File: src/rtl/core/ttf_pkg.sv
// shared types, widths and codes of the triangle tangent frame block
package ttf_pkg;

    localparam int UNIT_FRAC_BITS_DEF = 14;

    localparam int COORD_W    = 32;
    localparam int UNIT_W     = 16;
    localparam int DIFF_W     = 33;
    localparam int PROD_W     = 66;
    localparam int ACC_W      = 67;
    localparam int RED_W      = 31;
    localparam int SUM_W      = 64;
    localparam int LEN_W      = 32;
    localparam int CNT_W      = 5;
    localparam int SQRT_STEPS = 32;

    localparam logic [1:0] CORNER_LAST = 2'd2;
    localparam logic [1:0] COMP_LAST   = 2'd2;
    localparam logic [2:0] STEP_T_LAST = 3'd7;
    localparam logic [2:0] STEP_LAST   = 3'd5;

    typedef enum logic [1:0] {
        PASS_T,
        PASS_B,
        PASS_N
    } t_pass;

    typedef struct packed {
        logic signed [COORD_W-1:0] pos_x;
        logic signed [COORD_W-1:0] pos_y;
        logic signed [COORD_W-1:0] pos_z;
        logic signed [COORD_W-1:0] tex_u;
        logic signed [COORD_W-1:0] tex_v;
    } t_vertex;

    typedef struct packed {
        logic signed [UNIT_W-1:0] tangent_x;
        logic signed [UNIT_W-1:0] tangent_y;
        logic signed [UNIT_W-1:0] tangent_z;
        logic signed [UNIT_W-1:0] binormal_x;
        logic signed [UNIT_W-1:0] binormal_y;
        logic signed [UNIT_W-1:0] binormal_z;
        logic signed [UNIT_W-1:0] normal_x;
        logic signed [UNIT_W-1:0] normal_y;
        logic signed [UNIT_W-1:0] normal_z;
        logic                     degenerate;
    } t_frame;

    typedef struct packed {
        logic       load;
        logic [1:0] corner;
        logic       mul;
        t_pass      pass;
        logic [2:0] step;
        logic       sq;
        logic [1:0] k;
        logic       red_init;
        logic       red_step;
        logic       sqrt_init;
        logic       sqrt_step;
        logic       div_init;
        logic       div_step;
        logic       div_store;
        logic       fix_sign;
        logic       out_load;
    } t_cmd;

    typedef struct packed {
        logic red_done;
    } t_sts;

endpackage

File: src/rtl/core/ttf_ctrl.sv
// controller: corner count and per-face sequencer
module ttf_ctrl #(
    parameter int UNIT_FRAC_BITS = ttf_pkg::UNIT_FRAC_BITS_DEF
) (
    input  logic          i_clk,
    input  logic          i_rst_n,
    input  logic          i_in_valid,
    output logic          o_in_ready,
    output logic          o_out_valid,
    input  logic          i_out_ready,
    input  ttf_pkg::t_sts i_sts,
    output ttf_pkg::t_cmd o_cmd
);
    import ttf_pkg::*;

    localparam logic [CNT_W-1:0] DIV_LAST  = CNT_W'(UNIT_FRAC_BITS);
    localparam logic [CNT_W-1:0] SQRT_LAST = CNT_W'(SQRT_STEPS - 1);

    typedef enum logic [3:0] {
        S_IDLE,
        S_MUL,
        S_MWAIT,
        S_RINIT,
        S_RED,
        S_SQ,
        S_SWAIT,
        S_SINIT,
        S_SQRT,
        S_DINIT,
        S_DIV,
        S_DSTORE,
        S_SIGN,
        S_DONE
    } t_state;

    t_state           r_state, n_state;
    logic [1:0]       r_cnt, n_cnt;
    t_pass            r_pass, n_pass;
    logic [2:0]       r_step, n_step;
    logic [1:0]       r_k, n_k;
    logic [CNT_W-1:0] r_iter, n_iter;
    logic             r_out_valid, n_out_valid;
    logic             w_accept;
    logic             w_out_free;

    assign o_in_ready  = (r_state == S_IDLE);
    assign o_out_valid = r_out_valid;
    assign w_accept    = i_in_valid && o_in_ready;
    assign w_out_free  = !r_out_valid || i_out_ready;

    always_comb begin
        n_state     = r_state;
        n_cnt       = r_cnt;
        n_pass      = r_pass;
        n_step      = r_step;
        n_k         = r_k;
        n_iter      = r_iter;
        n_out_valid = r_out_valid && !i_out_ready;
        o_cmd        = '0;
        o_cmd.corner = r_cnt;
        o_cmd.pass   = r_pass;
        o_cmd.step   = r_step;
        o_cmd.k      = r_k;
        case (r_state)
            S_IDLE: begin
                if (w_accept) begin
                    o_cmd.load = 1'b1;
                    if (r_cnt == CORNER_LAST) begin
                        n_cnt   = '0;
                        n_pass  = PASS_T;
                        n_step  = '0;
                        n_state = S_MUL;
                    end else begin
                        n_cnt = r_cnt + 2'd1;
                    end
                end
            end
            S_MUL: begin
                o_cmd.mul = 1'b1;
                n_step    = r_step + 3'd1;
                if (r_step == ((r_pass == PASS_T) ? STEP_T_LAST : STEP_LAST)) begin
                    n_state = S_MWAIT;
                end
            end
            S_MWAIT: n_state = S_RINIT;
            S_RINIT: begin
                o_cmd.red_init = 1'b1;
                n_state        = S_RED;
            end
            S_RED: begin
                if (i_sts.red_done) begin
                    n_k     = '0;
                    n_state = S_SQ;
                end else begin
                    o_cmd.red_step = 1'b1;
                end
            end
            S_SQ: begin
                o_cmd.sq = 1'b1;
                if (r_k == COMP_LAST) begin
                    n_state = S_SWAIT;
                end else begin
                    n_k = r_k + 2'd1;
                end
            end
            S_SWAIT: n_state = S_SINIT;
            S_SINIT: begin
                o_cmd.sqrt_init = 1'b1;
                n_iter          = '0;
                n_state         = S_SQRT;
            end
            S_SQRT: begin
                o_cmd.sqrt_step = 1'b1;
                n_iter          = r_iter + 1'b1;
                if (r_iter == SQRT_LAST) begin
                    n_k     = '0;
                    n_state = S_DINIT;
                end
            end
            S_DINIT: begin
                o_cmd.div_init = 1'b1;
                n_iter         = '0;
                n_state        = S_DIV;
            end
            S_DIV: begin
                o_cmd.div_step = 1'b1;
                n_iter         = r_iter + 1'b1;
                if (r_iter == DIV_LAST) n_state = S_DSTORE;
            end
            S_DSTORE: begin
                o_cmd.div_store = 1'b1;
                if (r_k == COMP_LAST) begin
                    case (r_pass)
                        PASS_T: begin
                            n_pass  = PASS_B;
                            n_step  = '0;
                            n_state = S_MUL;
                        end
                        PASS_B:  n_state = S_SIGN;
                        PASS_N:  n_state = S_DONE;
                        default: n_state = S_IDLE;
                    endcase
                end else begin
                    n_k     = r_k + 2'd1;
                    n_state = S_DINIT;
                end
            end
            S_SIGN: begin
                o_cmd.fix_sign = 1'b1;
                n_pass         = PASS_N;
                n_step         = '0;
                n_state        = S_MUL;
            end
            S_DONE: begin
                if (w_out_free) begin
                    o_cmd.out_load = 1'b1;
                    n_out_valid    = 1'b1;
                    n_state        = S_IDLE;
                end
            end
            default: n_state = S_IDLE;
        endcase
    end

    always_ff @(posedge i_clk) begin
        if (!i_rst_n) begin
            r_state     <= S_IDLE;
            r_cnt       <= '0;
            r_pass      <= PASS_T;
            r_step      <= '0;
            r_k         <= '0;
            r_iter      <= '0;
            r_out_valid <= 1'b0;
        end else begin
            r_state     <= n_state;
            r_cnt       <= n_cnt;
            r_pass      <= n_pass;
            r_step      <= n_step;
            r_k         <= n_k;
            r_iter      <= n_iter;
            r_out_valid <= n_out_valid;
        end
    end

    a_cnt_range: assert property (@(posedge i_clk) disable iff (!i_rst_n)
        r_cnt <= CORNER_LAST)
        else $error("corner count out of range");

    a_face_start: assert property (@(posedge i_clk) disable iff (!i_rst_n)
        (w_accept && r_cnt == CORNER_LAST) |=>
            (r_state == S_MUL && r_pass == PASS_T && r_step == '0))
        else $error("third corner did not start a face");

    a_valid_src: assert property (@(posedge i_clk) disable iff (!i_rst_n)
        $rose(r_out_valid) |-> $past(r_state == S_DONE))
        else $error("result raised outside the done state");

    a_load_last: assert property (@(posedge i_clk) disable iff (!i_rst_n)
        o_cmd.out_load |-> (r_pass == PASS_N))
        else $error("result loaded before the normal pass");

endmodule

File: config.mk
export PLATFORM = sky130hd
export DESIGN_NAME = ttf_ctrl
export DESIGN_NICKNAME = d
export VERILOG_FILES = /design/src/rtl/core/ttf_pkg.sv /design/src/rtl/core/ttf_ctrl.sv
export SDC_FILE = /design/constraint.sdc
export NUM_CORES = 1
export LEC_CHECK = 0
export BUFFER_PORTS_ARGS = -buffer_cell sky130_fd_sc_hd__buf_4
export CELL_PAD_IN_SITES_DETAIL_PLACEMENT = 0
export CELL_PAD_IN_SITES_GLOBAL_PLACEMENT = 1
export CORE_MARGIN = 5
export CORE_UTILIZATION = 36
export DETAILED_ROUTE_END_ITERATION = 16
export HOLD_SLACK_MARGIN = 0.03
export PLACE_DENSITY_LB_ADDON = 0.1
export SKIP_CTS_REPAIR_TIMING = 1
export SYNTH_ARGS = -nofsm -noshare
export SYNTH_HDL_FRONTEND = slang
export SYNTH_SLANG_ARGS = --single-unit
File: constraint.sdc
create_clock -name i_clk -period 2 [get_ports i_clk]
set_input_delay 0.3 -clock i_clk [delete_from_list [all_inputs] [get_ports i_clk]]
set_output_delay 0.3 -clock i_clk [all_outputs]
set_load 0.01 [all_outputs]
==> results.md <==
- Port Buffers: 27
- DP Area: 1620 sq um
- EDFF count, synth: 0
- Top_reg_cell synth: dfxtp_1
- Worst Setup End Kind: flop
- Core Rows: 22
- Clock transition at path regs: 80 ps
- # DRC: 0
- Htree depth: 1
- Max Clock Freq: 513 MHz
- DP HPWL: 2460 microns
- Slew @ Worst Pin: 461 ps
- Tcrit/Tclk final: between 90% and 100%
- Status: finished, final reports clean
- Die Span Y: 71.0 microns
- Clk sink count: 19
- Initial antenna violation count: 0
- Critical path arrival: 2100 ps
- 1st-iter DRT viols: 16
- Core region area: 3630 sq um
- GP Congestion: 0.762
- Total track usage: 14.2%
- CTS tree: built
- Syn Inst Count: 160
- Average size of a mapped cell: 8.38 sq um
- Starting Density: 36.9%
- Detail Route Antenna Nets: 0
- RSZ-0062 raised after global routing: yes
- I/O pins: 28
- Synthesized Nets: 173
- Ys Warns: 0
- First-pass GRT wire length: ~5900 microns
- Yosys cell types: 44
- Fin nets: 204
- GRT overflow: 0
- CTS root buffer: clkbuf_8
- Crit-path max FO: 6
- N_diodes: 0
- Asr flop ratio synth: 0%
- Finished Cell Area: ~1700 sq um
- Clk_lat worst skew: 260 ps
- Worst slew margin: 69.1%
- Number of global-route vias before repair: 1302
- Via-to-Cell Ratio: 5.25
- Flops & latches, synth: 19
- IR Drop Worst-Case VDD: around 0.31 mV
- Layout cells sized above 1: 27.9%
- Vias: 1249
- Final min period: between 1500 and 2000 ps
- Lkg Pwr: about 0.7 nW
- Cts bufs inserted: 3
- Max Cap Viol: 0
- Final setup skew: 3.20 ps
- Power Dens Cells: 1020 nW/um^2
- Required @ worst endpoint: 2150 ps
- Die area: 5040 sq um
- Routed wire length: 3280 microns
- Drt first pass iters: 4
- Die X: 71.0 microns
- Final Hold Viols: 0
- Final-report setup violation count: 0
- Crit Path Class: flop to flop
- WL/cell: 13.8 microns
- Type of origin of the critical path: flop
- Final TNS setup: 0 ps
- Max Buffers Root-to-Sink: 2
- Largest net degree at the start of global routing: 21
- Sequential area share after synthesis: about 28%
- Synth Cell Area: 1340 sq um
- Synthesis-to-layout area growth: 25.3%
- Max-slew violations: 0
- Worst Hold Class: input pin to flop
## placed cells by master (no fill, tap or decap), types with 2 or more instances in the layout
master    instances
nand2_1          15
and4b_1           2
ha_1              8
o21ai_0           5
nand3_1           7
nand4b_1          3
nor3_1            2
o31ai_1           2
a21boi_0          3
clkbuf_8          3
nor4_1            2
nor2_1           12
xnor2_1           3
a21oi_1          12
nor3b_1           4
o22ai_1           2
buf_4            38
o211a_1           2
inv_1             7
nand3b_1          5
nor2b_1           9
nand2b_1          4
dfxtp_1          18
## per-stage QoR
stage | power, mW | hold WS, ps | utilization, % | worst slack [ps] | std cells
floorplan | 1.13 | 498 | - | 8.19 | 160
global placement | 1.39 | 475 | 44.6 | -18.2 | 234
detailed placement | 1.41 | 487 | 44.6 | -31.0 | 234
CTS | 1.70 | 389 | 45.8 | -57.9 | 238
global route | 1.85 | 394 | 46.2 | -61.8 | 238
finish | 1.72 | 378 | 46.2 | 49.3 | 238
## report_power, final
group	switching [mW]	leakage, nW	internal (mW)	total, mW
registers	0.0970	0.155	0.433	0.530
logic	0.467	0.518	0.442	0.909
clock network	0.135	0.0228	0.142	0.277
total	0.699	0.696	1.02	1.72
## sequential cells by signal (all words and copies together), names as in the netlist
name,count
r_pass,2
r_iter,5
r_state,4
r_cnt,2
o_out_valid,1
r_k,2
r_step,3
## synth_stat cells, types with 2 or more instances
cell / n / area (sq um)
dfxtp_1: 19 / 380
nand2_1: 15 / 56.3
a21oi_1: 12 / 60.1
nor2_1: 12 / 45.0
nor2b_1: 9 / 56.3
ha_1: 8 / 100
inv_1: 7 / 26.3
nand3_1: 7 / 35.0
clkbuf_1: 6 / 22.5
nand3b_1: 5 / 37.5
o21ai_0: 5 / 25.0
nand2b_1: 4 / 25.0
nor3b_1: 4 / 30.0
a21boi_0: 3 / 22.5
buf_4: 3 / 22.5
nand4b_1: 3 / 26.3
xnor2_1: 3 / 26.3
and4b_1: 2 / 20.0
buf_2: 2 / 10.0
nor3_1: 2 / 10.0
nor4_1: 2 / 12.5
o211a_1: 2 / 20.0
o22ai_1: 2 / 12.5
o31ai_1: 2 / 15.0
or3b_2: 2 / 17.5
## worst max-delay path, cell delays in order (launching register included)
cell     delay (ps)
dfxtp_1         320
ha_1            190
and3_1          190
ha_1            180
or3b_4          380
a21oi_4         180
nor4_4          100
mux2_4          310
## routing by layer
metal / track usage (%) / vias up / part of all wire (%)
li1: - / 628 / -
met4: 5.22 / 0 / 1.3
met3: 2.70 / 6 / 4.1
met5: 0 / - / 0
met1: 17.7 / 590 / 46
met2: 24.4 / 25 / 49
## kinds of logic (layout without fill, tap and decap cells)
group | after synthesis | count (layout) | share of synthesized area (%)
XOR/XNOR | 4 | 4 | 2.61
multiplexers | 2 | 2 | 1.87
adder cells (fa/ha/maj) | 8 | 8 | 7.47
flip-flops | 19 | 19 | 28.4
buffers and inverters | 19 | 49 | 6.91
AO/OA/AOI/OAI | 35 | 35 | 20.5
AND/OR/NAND/NOR | 73 | 73 | 32.2
## final timing paths
| check | startpoint | end | slack (ps) | cells after the start |
|---|---|---|---|---|
| max reg2reg | r_iter[0]$_SDFFE_PN0P_ | r_state[0]$_SDFFE_PN0P_ | 50 | 7 |
| min | i_rst_n | r_state[3]$_SDFFE_PN0P_ | 380 | 2 |
| min reg2reg | r_k[1]$_SDFFE_PN0P_ | r_k[1]$_SDFFE_PN0P_ | 500 | 2 |
| max | r_iter[0]$_SDFFE_PN0P_ | r_state[0]$_SDFFE_PN0P_ | 50 | 7 |
## area by class of cell
| type | instances | area, sq um |
|---|---|---|
| fill | 394 | 1950 |
| multi-input combinational | 122 | 881 |
| inverter | 7 | 26.3 |
| tap | 48 | 60.1 |
| sequential | 19 | 382 |
| clock buffer | 4 | 45.0 |
| timing repair buffer | 38 | 285 |
Power figures use the tool's default switching activity.
